<file path="config.mk">
export PLATFORM = sky130hd
export DESIGN_NAME = owal_cordic
export DESIGN_NICKNAME = d
export VERILOG_FILES = /design/src/hw/rtl/owal_pkg.sv /design/src/hw/rtl/owal_cordic.sv
export SDC_FILE = /design/constraint.sdc
export NUM_CORES = 2
export LEC_CHECK = 0
export BUFFER_PORTS_ARGS = -buffer_cell sky130_fd_sc_hd__buf_2
export CORE_MARGIN = 2
export CORE_UTILIZATION = 59
export DETAILED_ROUTE_END_ITERATION = 7
export GPL_ROUTABILITY_DRIVEN = 0
export MAX_ROUTING_LAYER = met4
export PLACE_DENSITY = 0.88
export SYNTH_ARGS = -nofsm -noshare
export SYNTH_HDL_FRONTEND = slang
export SYNTH_SLANG_ARGS = --single-unit
</file>
<file path="constraint.sdc">
create_clock -name clk -period 6.8 [get_ports clk]
set_input_delay 2.04 -clock clk [delete_from_list [all_inputs] [get_ports clk]]
set_output_delay 2.04 -clock clk [all_outputs]
set_load 0.01 [all_outputs]
</file>
<file path="src/hw/rtl/owal_pkg.sv">
`timescale 1ns / 1ps

package owal_pkg;

  // Default number of CORDIC rotations.
  localparam int CORDIC_STAGES_DEF = 16;

  // Internal widths.
  localparam int CW    = 34;  // CORDIC x, y and z
  localparam int TW    = 25;  // wheel target, Q20
  localparam int BW    = 26;  // bound numerators
  localparam int MW    = 24;  // magnitudes and denominators of bounds
  localparam int NW    = 50;  // divider numerator
  localparam int DW    = 32;  // divider denominator
  localparam int QBITS = 16;  // quotient bits, one per divider stage

  // Binary angles and constants.
  localparam logic [31:0] ANG_30        = 32'd357913941;
  localparam logic [31:0] ANG_90        = 32'h4000_0000;
  localparam logic [31:0] ANG_150       = 32'd1789569707;
  localparam logic [31:0] CORDIC_X0     = 32'd652032874;
  localparam logic [15:0] ACCEL_LIM_RST = 16'h8000;

  // Per-wheel data carried through the bound stages.
  typedef struct packed {
    logic signed [BW-1:0] lo;
    logic signed [BW-1:0] hi;
    logic [MW-1:0]        d;
    logic                 tz;
    logic                 zok;
    logic signed [TW-1:0] t;
    logic signed [15:0]   me;
  } whl_t;

  typedef struct packed {
    whl_t [2:0]    w;
    logic          v_nz;
    logic          mgt;
    logic [MW-1:0] mma;
    logic [MW-1:0] mm;
  } row_t;

  // Running bounds on the scale factor, kept as fractions.
  typedef struct packed {
    logic signed [BW-1:0] hn;
    logic [MW-1:0]        hd;
    logic signed [BW-1:0] ln;
    logic [MW-1:0]        ld;
    logic                 ok;
  } bnd_t;

  // Arctangent of 2^-i as a 32-bit binary angle.
  function automatic logic [31:0] atan_ang(input int i);
    logic [31:0] r;
    case (i)
      0:  r = 32'd536870912;
      1:  r = 32'd316933406;
      2:  r = 32'd167458907;
      3:  r = 32'd85004757;
      4:  r = 32'd42667331;
      5:  r = 32'd21354465;
      6:  r = 32'd10679838;
      7:  r = 32'd5340245;
      8:  r = 32'd2670163;
      9:  r = 32'd1335087;
      10: r = 32'd667544;
      11: r = 32'd333772;
      12: r = 32'd166886;
      13: r = 32'd83443;
      14: r = 32'd41722;
      15: r = 32'd20861;
      16: r = 32'd10430;
      17: r = 32'd5215;
      18: r = 32'd2608;
      19: r = 32'd1304;
      20: r = 32'd652;
      21: r = 32'd326;
      22: r = 32'd163;
      23: r = 32'd81;
      default: r = 32'd0;
    endcase
    return r;
  endfunction

endpackage

</file>
<file path="src/hw/rtl/owal_cordic.sv">
`timescale 1ns / 1ps

module owal_cordic #(
  parameter int STAGES = owal_pkg::CORDIC_STAGES_DEF
) (
  input  logic               clk,
  input  logic               en,
  input  logic [31:0]        angle,
  output logic signed [31:0] sine
);
  import owal_pkg::*;

  localparam logic signed [CW-1:0] ONE_Q30 = CW'(32'h4000_0000);

  logic signed [CW-1:0] x_r [STAGES+1];
  logic signed [CW-1:0] y_r [STAGES+1];
  logic signed [CW-1:0] z_r [STAGES+1];
  logic                 f_r [STAGES+1];
  logic signed [31:0]   sin_r;
  logic                 flip_w;
  logic [31:0]          ang_w;
  logic signed [CW-1:0] yc_w;

  // Fold the second and third quadrants onto the others by a half turn.
  always_comb begin
    flip_w = angle[31] ^ angle[30];
    ang_w  = {angle[31] ^ flip_w, angle[30:0]};
  end

  always_ff @(posedge clk) begin
    if (en) begin
      x_r[0] <= CW'(CORDIC_X0);
      y_r[0] <= '0;
      z_r[0] <= $signed({{(CW-32){ang_w[31]}}, ang_w});
      f_r[0] <= flip_w;
    end
  end

  // One rotation per stage.
  for (genvar k = 0; k < STAGES; k++) begin : g_rot
    localparam logic signed [CW-1:0] AT = CW'(atan_ang(k));
    always_ff @(posedge clk) begin
      if (en) begin
        if (!z_r[k][CW-1]) begin
          x_r[k+1] <= x_r[k] - (y_r[k] >>> k);
          y_r[k+1] <= y_r[k] + (x_r[k] >>> k);
          z_r[k+1] <= z_r[k] - AT;
        end else begin
          x_r[k+1] <= x_r[k] + (y_r[k] >>> k);
          y_r[k+1] <= y_r[k] - (x_r[k] >>> k);
          z_r[k+1] <= z_r[k] + AT;
        end
        f_r[k+1] <= f_r[k];
      end
    end
  end

  // Clamp to plus or minus one and undo the fold.
  always_comb begin
    if (y_r[STAGES] > ONE_Q30) begin
      yc_w = ONE_Q30;
    end else if (y_r[STAGES] < -ONE_Q30) begin
      yc_w = -ONE_Q30;
    end else begin
      yc_w = y_r[STAGES];
    end
  end

  always_ff @(posedge clk) begin
    if (en) begin
      sin_r <= f_r[STAGES] ? 32'(-yc_w) : 32'(yc_w);
    end
  end

  assign sine = sin_r;

endmodule

</file>
# Yosys cells after proc, flatten, opt, wreduce, memory -nomap -nowiden
# Memory sizes are Yosys's and may differ from the RTL's.
# Index checks and enable logic that the tools add are counted.
# totals
regBits	32
ram_bits	1751
in_bits	34
out_inout_bits	32
elab_cells	302
n_memories	4
# mem_list
memory	words	width	read_ports	rd_ports_with_merged_regs	write_ports	line_no	text
x_r	17	34	16	0	17	owal_cordic.sv:15	logic signed [CW-1:0] x_r [STAGES+1];
y_r	17	34	17	0	17	owal_cordic.sv:16	logic signed [CW-1:0] y_r [STAGES+1];
z_r	17	34	16	0	17	owal_cordic.sv:17	logic signed [CW-1:0] z_r [STAGES+1];
f_r	17	1	17	0	17	owal_cordic.sv:18	logic f_r [STAGES+1];
# classes
addsub	96
n_lt_le_gt_ge	2
n_mux	149
bitwise_logic	50
# ops
cell	n
2-to-1 mux 34 bit	48
2-to-1 mux 1 bit	98
2-to-1 mux 32 bit	3
adder 34 x 19 -> 34 bit	2
adder 34 x 20 -> 34 bit	2
adder 34 x 21 -> 34 bit	2
adder 34 x 22 -> 34 bit	2
adder 34 x 23 -> 34 bit	2
adder 34 x 24 -> 34 bit	2
adder 34 x 25 -> 34 bit	2
adder 34 x 26 -> 34 bit	2
adder 34 x 27 -> 34 bit	2
adder 34 x 28 -> 34 bit	2
adder 34 x 29 -> 34 bit	2
adder 34 x 30 -> 34 bit	2
adder 34 x 31 -> 34 bit	2
adder 34 x 32 -> 34 bit	2
adder 34 x 33 -> 34 bit	2
subtractor 34 x 19 -> 34 bit	2
subtractor 34 x 20 -> 34 bit	2
subtractor 34 x 21 -> 34 bit	2
subtractor 34 x 22 -> 34 bit	2
subtractor 34 x 23 -> 34 bit	2
subtractor 34 x 24 -> 34 bit	2
48 further kinds	106

# Logic depth before layout (Yosys ltp)
# An unclocked memory read counts as a cell.
# logic_depth
word_depth	6
ltp_mapped	22
ltp_nobuf	22

# Worst setup path before layout
# Ideal clock, no wire load.
# synth_timing
path_kind	input to register
start	in en
end	mem x_r[4][32], data pin
setup_ps	258
arrival_ps	6314
required_time_ps	6542
path_slack_ps	228
cell_stages	16
path_buffers	2
path_cell_list	clkbuf_1 -> nand2_1 -> clkbuf_1 -> o21ai_0 -> fa_1 -> a21o_1 -> a21oi_1 -> o21ai_0 -> a311o_1 -> a221oi_2 -> a31oi_1 -> a21bo_2 -> or4_1 -> a31o_2 -> a21oi_2 -> xnor2_1
# synth_lines
element	line_no	text
start: declaration	owal_cordic.sv:7	input logic en,
end: declaration	owal_cordic.sv:15	

==> impl_metrics.ini <==
[run_status]
outcome = finished, violations left
violations = design-rule violations

[setup_path]
timing.critical_path.arrival_ns = 6.69
type_of_destination_of_the_critical_path = flip-flop
worstSetupPathType = in2reg
max_stage_delay_ns = 0.66
worstSetupStartpointType = input port
timing.critical_path.cells = buf_12, buf_12, and2_1, nor2_1, xnor2_1, ha_1, nor2b_1, o21a_1, o21a_1, o311ai_1, a31oi_1, o21ai_0, a31oi_1, and4_1, a2111oi_0, o21ai_0, xnor2_1
reg2reg_slack_ns = 0.89
critical_path_depth = 17
timing.critical_path.fanout_max = 33
rr_startpoint = x_r[11][16]$_DFFE_PP_
r2r.worst_path.cells = 19
worstPathBufferInverterCount = 2
cp.required_ns = 7.42
worst_r2r_endpoint = y_r[12][33]$_DFFE_PP_
timing.critical_path.slowest_stage_cell = o311ai_1
cp_top_family = compound AO/OA/AOI/OAI gates
crit_path_end = y_r[16][30]$_DFFE_PP_
crit_start = en

[worst_hold_path]
whs_path_depth = 0
worst_hold_path_type = reg2reg

[global_route]
grt_overflow = 0
grt_use_total_pct = 28.40
antenna_found_initial = 3
grt_pass1_vias = 94970
grt_pass1_wl_um = 479900
grt_start_max_net_pins = 94

[logic_synthesis]
leading_post_synthesis_cells_by_cell_area = edfxtp_1 (37%), ha_1 (14%), xnor2_1 (8.6%)
number_of_synthesized_flops_with_an_enable_pin = 1503
yosysSeqAreaShare_pct = 36.93
yosys.area.top_type = edfxtp_1
synth_largest_type_area_fraction_pct = 36.93
synthDistinctLibCells = 101
number_of_instances_in_the_synthesized_netlist = 12470
post_synth.cell_area_avg_um2 = 9.798
syn_std_cell_area_um2 = 122200
asyncSetResetFlopFracSynth_pct = 0
synth_commonest_cells = edfxtp_1 (1503), ha_1 (1363), a21oi_1 (1269)
yosys_most_used_dff = edfxtp_1
synthesis.nets = 13910
yosysWarningCount = 0
synth_most_common_cell = edfxtp_1
yosys_register_bits = 1503

[final_layout]
net_count_reported_at_finish = 14080
drive_above_1_share_pct = 4.984
syn_to_final_growth_pct = 7.889

[cts]
numClockSinks = 1503
cts_hold_buf = 0
cts.root.buffer_cell = clkbuf_16
tritoncts.num_buffers = 163
clkLatencyLatePin_ns = 0.87
htreeDepth = 4
ctsResizeCount = 0
cts.repair_timing.setup_buffer_count = 0
cts_tree = yes
cts.clk_slew.worst_paths_ns = 0.06
clockBufferDepth = 3

[routing]
drc = 1
detailroute.via_count = 98150
detail_route.iter0.violations = 8195
drtAntennaViolNets = 0
via_per_inst = 6.335
wl_per_cell_um = 19.33
dr.pass1.iters = 8
postRouteWirelength_um = 299500

[sta]
final_clock_period_utilization_by_the_worst_path_pct = 89.31
setup_total_negative_slack_ns = 0
achievable-frequency_mhz = 164.7
rsz0062_at_grt = false
final_max_slew_viol_count = 0
max-slew-margin-rel_pct = 19.09
final-setup-viol-count = 0
worst_slew_pin_slew_ns = 1.202
period_needed_ns = 6.073
timing.final.hold_violations = 0
skew_ns = 0.07262

[place]
dpl.hpwl_um = 226700
buffer_ports.inserted = 65

[die]
num_io_pins = 66
core_area_um2 = 206400
placement_rows = 167
die_extent_in_y_um = 459.1
initial_core_util_pct = 59.20
design.die.area_um2 = 210800
floorplan.die.width_um = 459.1

[run]
number_of_max_cap_violations = 0
[sequential cells by signal, indices dropped and copies added (netlist names)]
register and count:
sine 32, x_r 435, y_r 511, f_r 17, z_r 508
[worst min-delay path by stage]
stage,slack (ns),endpoint,from
after floorplan,0.40,f_r[0][10]$_DFFE_PP_,f_r[0][9]$_DFFE_PP_
after global placement,0.40,z_r[1][15]$_DFFE_PP_,z_r[0][15]$_DFFE_PP_
after detailed placement,0.40,f_r[0][13]$_DFFE_PP_,f_r[0][12]$_DFFE_PP_
after CTS,0.42,f_r[0][12]$_DFFE_PP_,f_r[0][11]$_DFFE_PP_
after global routing,0.42,f_r[0][12]$_DFFE_PP_,f_r[0][11]$_DFFE_PP_
final,0.42,f_r[0][10]$_DFFE_PP_,f_r[0][9]$_DFFE_PP_
[layer usage]
metal | part of all wire, % | vias up | global-route usage (%)
li1 | - | 46990 | -
met1 | 37 | 45810 | 30.02
met2 | 50 | 4046 | 49.88
met3 | 6.0 | 1311 | 4.398
met4 | 7.0 | 0 | 17.27
met5 | 0 | - | -
[cells in the final DEF (no fill, tap or decap), drive strengths merged, types with 205 or more instances in the layout]
cell	count
o21ai	711
ha	1363
a21o	628
edfxtp	1503
inv	477
nor3	305
xor2	610
o21a	207
a21oi	1271
nand2	672
xnor2	1198
nand2b	205
nor2	972
[cell type report]
type	instances	area, um2
repair buffers	196	1374
flip-flops and latches	1503	45130
multi-input cells	10300	74580
inverters	477	1790
well taps	2704	3383
clock buffers	186	4165
clock inverters	116	1396
fillers	15200	74600
diodes	9	22.52
[logic make-up after synthesis]
group           count (synthesis)  synth area share (%)
mux                           104                0.9000
buf+inv                       667                 2.055
compound gates               3839                 20.01
flops                        1503                 36.93
xor+xnor                     1808                 12.96
simple gates                 3144                 12.46
fa+ha+maj                    1407                 14.68
[through the flow]
stage | instance area [um2] | util (%) | instances | setup slack [ns] | hold WS [ns]
floorplan | 122200 | - | 12470 | 0.2281 | 0.4003
global route | 131800 | 63.86 | 15490 | 0.4848 | 0.4215
detailed placement | 126300 | 61.16 | 15180 | 0.1445 | 0.4045
global placement | 126300 | 61.16 | 15180 | 0.2048 | 0.4006
CTS | 131800 | 63.85 | 15480 | 0.8782 | 0.4160
finish | 131800 | 63.87 | 15490 | 0.7267 | 0.4166
Power is left out: the tool's default activity adds up to more than one toggle a clock period on the data nets, which glitch-free logic cannot reach.
