**src/hw/rtl/owal_pkg.sv**
```systemverilog
`timescale 1ns / 1ps

package owal_pkg;

  // Default number of CORDIC rotations.
  localparam int CORDIC_STAGES_DEF = 16;

  // Internal widths.
  localparam int CW    = 34;  // CORDIC x, y and z
  localparam int TW    = 25;  // wheel target, Q20
  localparam int BW    = 26;  // bound numerators
  localparam int MW    = 24;  // magnitudes and denominators of bounds
  localparam int NW    = 50;  // divider numerator
  localparam int DW    = 32;  // divider denominator
  localparam int QBITS = 16;  // quotient bits, one per divider stage

  // Binary angles and constants.
  localparam logic [31:0] ANG_30        = 32'd357913941;
  localparam logic [31:0] ANG_90        = 32'h4000_0000;
  localparam logic [31:0] ANG_150       = 32'd1789569707;
  localparam logic [31:0] CORDIC_X0     = 32'd652032874;
  localparam logic [15:0] ACCEL_LIM_RST = 16'h8000;

  // Per-wheel data carried through the bound stages.
  typedef struct packed {
    logic signed [BW-1:0] lo;
    logic signed [BW-1:0] hi;
    logic [MW-1:0]        d;
    logic                 tz;
    logic                 zok;
    logic signed [TW-1:0] t;
    logic signed [15:0]   me;
  } whl_t;

  typedef struct packed {
    whl_t [2:0]    w;
    logic          v_nz;
    logic          mgt;
    logic [MW-1:0] mma;
    logic [MW-1:0] mm;
  } row_t;

  // Running bounds on the scale factor, kept as fractions.
  typedef struct packed {
    logic signed [BW-1:0] hn;
    logic [MW-1:0]        hd;
    logic signed [BW-1:0] ln;
    logic [MW-1:0]        ld;
    logic                 ok;
  } bnd_t;

  // Arctangent of 2^-i as a 32-bit binary angle.
  function automatic logic [31:0] atan_ang(input int i);
    logic [31:0] r;
    case (i)
      0:  r = 32'd536870912;
      1:  r = 32'd316933406;
      2:  r = 32'd167458907;
      3:  r = 32'd85004757;
      4:  r = 32'd42667331;
      5:  r = 32'd21354465;
      6:  r = 32'd10679838;
      7:  r = 32'd5340245;
      8:  r = 32'd2670163;
      9:  r = 32'd1335087;
      10: r = 32'd667544;
      11: r = 32'd333772;
      12: r = 32'd166886;
      13: r = 32'd83443;
      14: r = 32'd41722;
      15: r = 32'd20861;
      16: r = 32'd10430;
      17: r = 32'd5215;
      18: r = 32'd2608;
      19: r = 32'd1304;
      20: r = 32'd652;
      21: r = 32'd326;
      22: r = 32'd163;
      23: r = 32'd81;
      default: r = 32'd0;
    endcase
    return r;
  endfunction

endpackage

```
**src/hw/rtl/owal_div.sv**
```systemverilog
`timescale 1ns / 1ps

module owal_div (
  input  logic                     clk,
  input  logic                     en,
  input  logic [owal_pkg::NW-1:0]  num,
  input  logic [owal_pkg::DW-1:0]  den,
  input  logic                     neg,
  output logic signed [15:0]       cmd
);
  import owal_pkg::*;

  logic [NW-1:0]    rem_r [QBITS];
  logic [DW-1:0]    den_r [QBITS];
  logic [QBITS-1:0] q_r   [QBITS];
  logic             ovf_r [QBITS];
  logic             neg_r [QBITS];

  // Restoring division, one quotient bit per stage, most significant first.
  for (genvar j = 0; j < QBITS; j++) begin : g_step
    localparam int B = QBITS - 1 - j;
    logic [NW-1:0]    rin;
    logic [DW-1:0]    din;
    logic [QBITS-1:0] qin;
    logic             oin;
    logic             nin;
    logic [NW-1:0]    dsh;
    logic             ge;

    if (j == 0) begin : g_first
      always_comb begin
        rin = num;
        din = den;
        qin = '0;
        nin = neg;
        // Quotient would not fit in the quotient bits: saturate.
        oin = (num >= (NW'(den) << QBITS));
      end
    end else begin : g_next
      always_comb begin
        rin = rem_r[j-1];
        din = den_r[j-1];
        qin = q_r[j-1];
        nin = neg_r[j-1];
        oin = ovf_r[j-1];
      end
    end

    always_comb begin
      dsh = NW'(din) << B;
      ge  = (rin >= dsh);
    end

    always_ff @(posedge clk) begin
      if (en) begin
        rem_r[j] <= ge ? (rin - dsh) : rin;
        den_r[j] <= din;
        q_r[j]   <= qin | (ge ? (QBITS'(1) << B) : '0);
        ovf_r[j] <= oin;
        neg_r[j] <= nin;
      end
    end
  end

  // Apply the sign and saturate to 16 bits.
  always_comb begin
    if (neg_r[QBITS-1]) begin
      if (ovf_r[QBITS-1] || (q_r[QBITS-1] > 16'd32768)) begin
        cmd = -16'sd32768;
      end else begin
        cmd = 16'(-$signed({1'b0, q_r[QBITS-1]}));
      end
    end else begin
      if (ovf_r[QBITS-1] || (q_r[QBITS-1] > 16'd32767)) begin
        cmd = 16'sd32767;
      end else begin
        cmd = q_r[QBITS-1];
      end
    end
  end

endmodule

```
**config.mk**
```make
export PLATFORM = sky130hd
export DESIGN_NAME = owal_div
export DESIGN_NICKNAME = d
export VERILOG_FILES = /design/src/hw/rtl/owal_pkg.sv /design/src/hw/rtl/owal_div.sv
export SDC_FILE = /design/constraint.sdc
export NUM_CORES = 2
export LEC_CHECK = 0
export ABC_AREA = 1
export BUFFER_PORTS_ARGS = -buffer_cell sky130_fd_sc_hd__buf_2
export CORE_UTILIZATION = 45
export DETAILED_ROUTE_END_ITERATION = 10
export GPL_TIMING_DRIVEN = 0
export HOLD_SLACK_MARGIN = 0.05
export RECOVER_POWER = 50
export SYNTH_ARGS = -nofsm -noshare
export SYNTH_HDL_FRONTEND = slang
export SYNTH_SLANG_ARGS = --single-unit
```
**constraint.sdc**
```tcl
create_clock -name clk -period 7.2 [get_ports clk]
set_clock_uncertainty 0.2 [all_clocks]
set_input_delay 1.44 -clock clk [delete_from_list [all_inputs] [get_ports clk]]
set_output_delay 1.44 -clock clk [all_outputs]
set_load 0.05 [all_outputs]
```
Yosys cells after proc, flatten, opt, wreduce, memory -nomap -nowiden
Memories as Yosys holds them, arrays and structs flattened.
Cells that the tools add are included.
{ "totals": {"word_cells": 95, "inputBits": 85, "regBits": 0, "out_inout_bits": 16, "n_memories": 5, "ramBits": 1600} }
{ "memory_table": {"columns": ["name", "words", "word_bits", "rd", "rd_ports_with_merged_regs", "write_ports", "line", "text"], "rows": [
  ["rem_r", 16, 50, 15, 0, 16, "owal_div.sv:13", "logic [NW-1:0] rem_r [QBITS];"],
  ["den_r", 16, 32, 15, 0, 16, "owal_div.sv:14", "logic [DW-1:0] den_r [QBITS];"],
  ["q_r", 16, 16, 16, 0, 16, "owal_div.sv:15", "logic [QBITS-1:0] q_r [QBITS];"],
  ["neg_r", 16, 1, 16, 0, 16, "owal_div.sv:17", "logic neg_r [QBITS];"],
  ["ovf_r", 16, 1, 16, 0, 16, "owal_div.sv:16", "logic ovf_r [QBITS];"]
]} }
{ "classes": {"n_bitwise": 15, "n_mux": 37, "addsub": 17, "n_reduce_logical": 2, "order_cmp": 19} }
{ "op_table": {"columns": ["operator", "count"], "rows": [
  ["50-bit two-way mux", 16],
  ["16-bit two-way mux", 4],
  ["50-bit by 32-bit greater-or-equal comparator with 1-bit output", 1],
  ["50-bit by 33-bit greater-or-equal comparator with 1-bit output", 1],
  ["50-bit by 34-bit greater-or-equal comparator with 1-bit output", 1],
  ["50-bit by 35-bit greater-or-equal comparator with 1-bit output", 1],
  ["50-bit by 36-bit greater-or-equal comparator with 1-bit output", 1],
  ["50-bit by 37-bit greater-or-equal comparator with 1-bit output", 1],
  ["50-bit by 38-bit greater-or-equal comparator with 1-bit output", 1],
  ["50-bit by 39-bit greater-or-equal comparator with 1-bit output", 1],
  ["50-bit by 40-bit greater-or-equal comparator with 1-bit output", 1],
  ["50-bit by 41-bit greater-or-equal comparator with 1-bit output", 1],
  ["50-bit by 42-bit greater-or-equal comparator with 1-bit output", 1],
  ["50-bit by 43-bit greater-or-equal comparator with 1-bit output", 1],
  ["50-bit by 44-bit greater-or-equal comparator with 1-bit output", 1],
  ["50-bit by 45-bit greater-or-equal comparator with 1-bit output", 1],
  ["50-bit by 46-bit greater-or-equal comparator with 1-bit output", 1],
  ["50-bit by 47-bit greater-or-equal comparator with 1-bit output", 1],
  ["50-bit by 48-bit greater-or-equal comparator with 1-bit output", 1],
  ["50-bit by 32-bit subtractor with 50-bit output", 1],
  ["50-bit by 33-bit subtractor with 50-bit output", 1],
  ["50-bit by 34-bit subtractor with 50-bit output", 1],
  ["50-bit by 35-bit subtractor with 50-bit output", 1],
  ["50-bit by 36-bit subtractor with 50-bit output", 1],
  ["45 further kinds", 48]
]} }

Logic depth before layout (Yosys ltp)
An unclocked memory read counts as a cell.
{ "logic_depth": {"depth_word": 5, "ltp_mapped": 18, "mapped_depth_nobuf": 18} }

Worst setup path after synthesis
Ideal clock, no wire load.
{ "synth_path": {"path_type": "flip-flop to output port", "startpoint": "memory q_r[15][0] (netlist: q_r[1][112])", "endpoint": "output port cmd[10]", "t_arrival_ns": 2.458, "t_required_ns": 5.560, "setup_slack_ns": 3.102, "path_buffers": 0, "stages_incl_launch_ff": 11, "cell_sequence": "edfxtp_1 > inv_1 > ha_1 > nand2_1 > nor3_2 > nand2_1 > nor2_1 > nand3_1 > nand2_1 > nand3_2 > o21ai_0"} }
{ "synth_lines": {"columns": ["element", "line", "text"], "rows": [
  ["start: declaration", "owal_div.sv:15", null],
  ["end: declaration", "owal_div.sv:9", "output logic signed [15:0] cmd"]
]} }

==> results_dict.tcl <==
set metrics [dict create \
    min-delay-start "q_r[1][62]" \
    dieArea_mm2 0.226 \
    max_slew_margin_pct -187 \
    h-tree-depth 4 \
    hpwl_um 302000 \
    placed_area_mm2 0.105 \
    grt_pass1_wl_um 526000 \
    final_core_util_pct 49.6 \
    ir_worst_vdd_uv 240 \
    port_buffers 100 \
    criticalPathCategory "reg -> out" \
    cts_hold_buffers 0 \
    syn_area_per_cell_um2 7.06 \
    cts_tree "yes" \
    switching_share_pct 45.9 \
    ys.flop_type "edfxtp_1" \
    power.clock.fraction_pct 20.4 \
    report.final.slew_viol_count 317 \
    syn_area_mm2 0.101 \
    gp_congestion 0.992 \
    ff2ff_path_depth 15 \
    r2r_slack_ns 2.76 \
    grt_pass1_vias 80600 \
    die_h_um 475 \
    switching_power_mw 18.6 \
    drc 0 \
    p_leak_nw 56.0 \
    netlist_instances 14200 \
    postRouteAntennaNets 0 \
    instances_no_fill 17600 \
    clock_latency_ns 0.84 \
    rows 173 \
    r2r_start "rem_r[1][259]" \
    clock.fmax_mhz 182 \
    fin_area_mm2 0.110 \
    hold_depth 0 \
    hp-class "reg -> reg" \
    drive_gt1_share_pct 3.82 \
    comb_power_share_pct 47.4 \
    end_kind "output pin" \
    vias 89200 \
    yosys_register_bits 1398 \
    yosysTopAreaCell "edfxtp_1" \
    drt-total-wl_um 361000 \
    p_seq_share_pct 32.2 \
    nets 15200 \
    ys_async_sr_fraction_pct 0 \
    worstPathRequired_ns 5.56 \
    synth_top_area_share_pct 41.7 \
    finalHoldViolations 0 \
    start_util_pct 45.3 \
    die_w_um 475 \
    cts-buffers-inserted 159 \
    setup-tns-final_ns 0 \
    rr_endpoint "rem_r[1][346]" \
    violations "max-capacitance violations, max-slew violations" \
    cts.clk_slew.worst_paths_ns 0.06 \
    fin_crit_sh_pct 76.2 \
    first_iter_violations 9576 \
    p_int_mw 22.0 \
    rsz0062_at_grt "no" \
    ys_seq_area_share_pct 41.7 \
    grt_use_total_pct 31.7 \
    grt_max_degree 179 \
    cp.arrival_ns 3.85 \
    synth.area.top_cells "edfxtp_1, nand2_1, inv_1" \
    io_pins 101 \
    yosys_warnings 0 \
    wl_per_cell_um 20.5 \
    synth_edf_count 1398 \
    post_cts_buffers 0 \
    pwr_density_cell_mw_per_mm2 368 \
    synth.net_count 14900 \
    clk_path_buf_depth 3 \
    ctsResizeCount 0 \
    hold_end "q_r[1][78]" \
    clock-sinks 1398 \
    outcome "complete, but fails checks" \
    drtPass1Iterations 9 \
    worstMarginPinSlew_ns 4.31 \
    coreArea_mm2 0.222 \
    clockRootBuffer "clkbuf_16" \
    maxCapViolCount 2 \
    place_inst 17300 \
    setup_viol 0 \
    viasPerCell 5.06 \
    crit_path_start_kind "flip-flop" \
    area_delta_synth_final_pct 9.52 \
    grt-ovfl-total 0 \
    cp_max_fo 10 \
    timing.final.crit_period_ns 5.49 \
    antenna_found_initial 18 \
    nFillCells 22800 \
    power_mw 40.6 \
    yosysUniqueCellTypes 48 \
]
## worst max-delay path by stage
stage / from / end / slack [ns]
after detailed placement: en / rem_r[1][344] / 2.44
after floorplan: q_r[1][112] / cmd[10] / 3.10
after CTS: q_r[1][112] / cmd[5] / 1.64
after global routing: en / rem_r[0][37] / 1.46
after global placement: en / rem_r[1][344] / -18.42
final: q_r[1][112] / cmd[2] / 1.71
## metrics by stage
step / worst slack, ns / hold WS (ns)
floorplan: 3.10 / 0.200
global route: 1.46 / 0.216
CTS: 1.64 / 0.214
detailed placement: 2.44 / 0.205
finish: 1.71 / 0.209
global placement: -18.42 / 0.201
## Yosys cell counts, types with 31 or more instances
master	count
a21oi_1	413
a21oi_2	32
buf_2	43
buf_6	32
edfxtp_1	1398
ha_1	545
inv_1	2896
nand2_1	5825
nand3_1	725
nand3b_1	70
nand4_1	188
nor2_1	1196
nor2_2	33
nor3_1	109
o21ai_0	144
o21ai_1	32
o21bai_1	31
xnor2_1	66
xor2_1	222
## power by group through the flow
stage	combinational (mW)	sequential, mW	clock [mW]
after floorplan	13.1	12.2	0
after global placement	18.8	13.5	0
after detailed placement	18.8	13.1	0
after CTS	18.9	13.0	8.46
after global routing	21.5	13.1	8.75
final	19.2	13.0	8.28
## sequential cells by signal, indices dropped and copies added (netlist names)
signal and count:
ovf_r 16, rem_r 750, q_r 136, neg_r 16, den_r 480
## critical path, cell delays in order, from the launching register on
cell and delay, ns:
edfxtp_1 0.43, inv_1 0.10, ha_1 0.19, nand2_1 0.11, nor3_2 0.20, nand2_1 0.10, nor2_1 0.19, nand3_1 0.13
nand2_1 0.09, nand3_2 0.11, clkbuf_1 0.24, o21ai_1 0.70, buf_2 0.40
## final cells by class
class                           count  area (um2)  area share (%)
Timing Repair Buffer              108         632           0.573
Inverter                         2922       11000            9.96
Clock buffer                      178        4050            3.68
Tap cell                         2975        3720            3.38
Clock inverter                    111        1260            1.14
Antenna cell                        8        20.0          0.0182
Multi-Input combinational cell   9816       46800            42.4
Sequential cell                  1398       42000            38.1
Buffer                            109         796           0.722
## kinds of logic (layout without fill, tap and decap cells)
kind of cell / Yosys count / count (layout) / synth area share, %
xor+xnor: 288 / 288 / 2.51
compound gates: 686 / 686 / 3.71
other cells: 0 / 8 / 0
fa+ha+maj: 560 / 560 / 7.08
simple gates: 8282 / 8282 / 33.3
flops: 1398 / 1398 / 41.7
buf+inv: 3031 / 3428 / 11.7
## per-layer routing
metal | GRT usage [%] | vias to the layer above | part of all wire, %
li1 | - | 44800 | -
met1 | 48.5 | 41000 | 48
met2 | 46.9 | 3003 | 42
met3 | 4.93 | 343 | 7.9
met4 | 6.31 | 10 | 1.8
met5 | 0 | - | 0.015
## cells in the final DEF, fill, tap and decap left out, drive strengths merged, types with 31 or more instances in the layout
master,instances
a21oi,445
buf,154
clkbuf,241
clkinv,74
edfxtp,1398
ha,545
inv,2931
nand2,5855
nand3,741
nand3b,70
nand4,190
nor2,1234
nor3,113
o21ai,190
o21bai,31
xnor2,66
xor2,222
(Power assumes the default switching activity.)
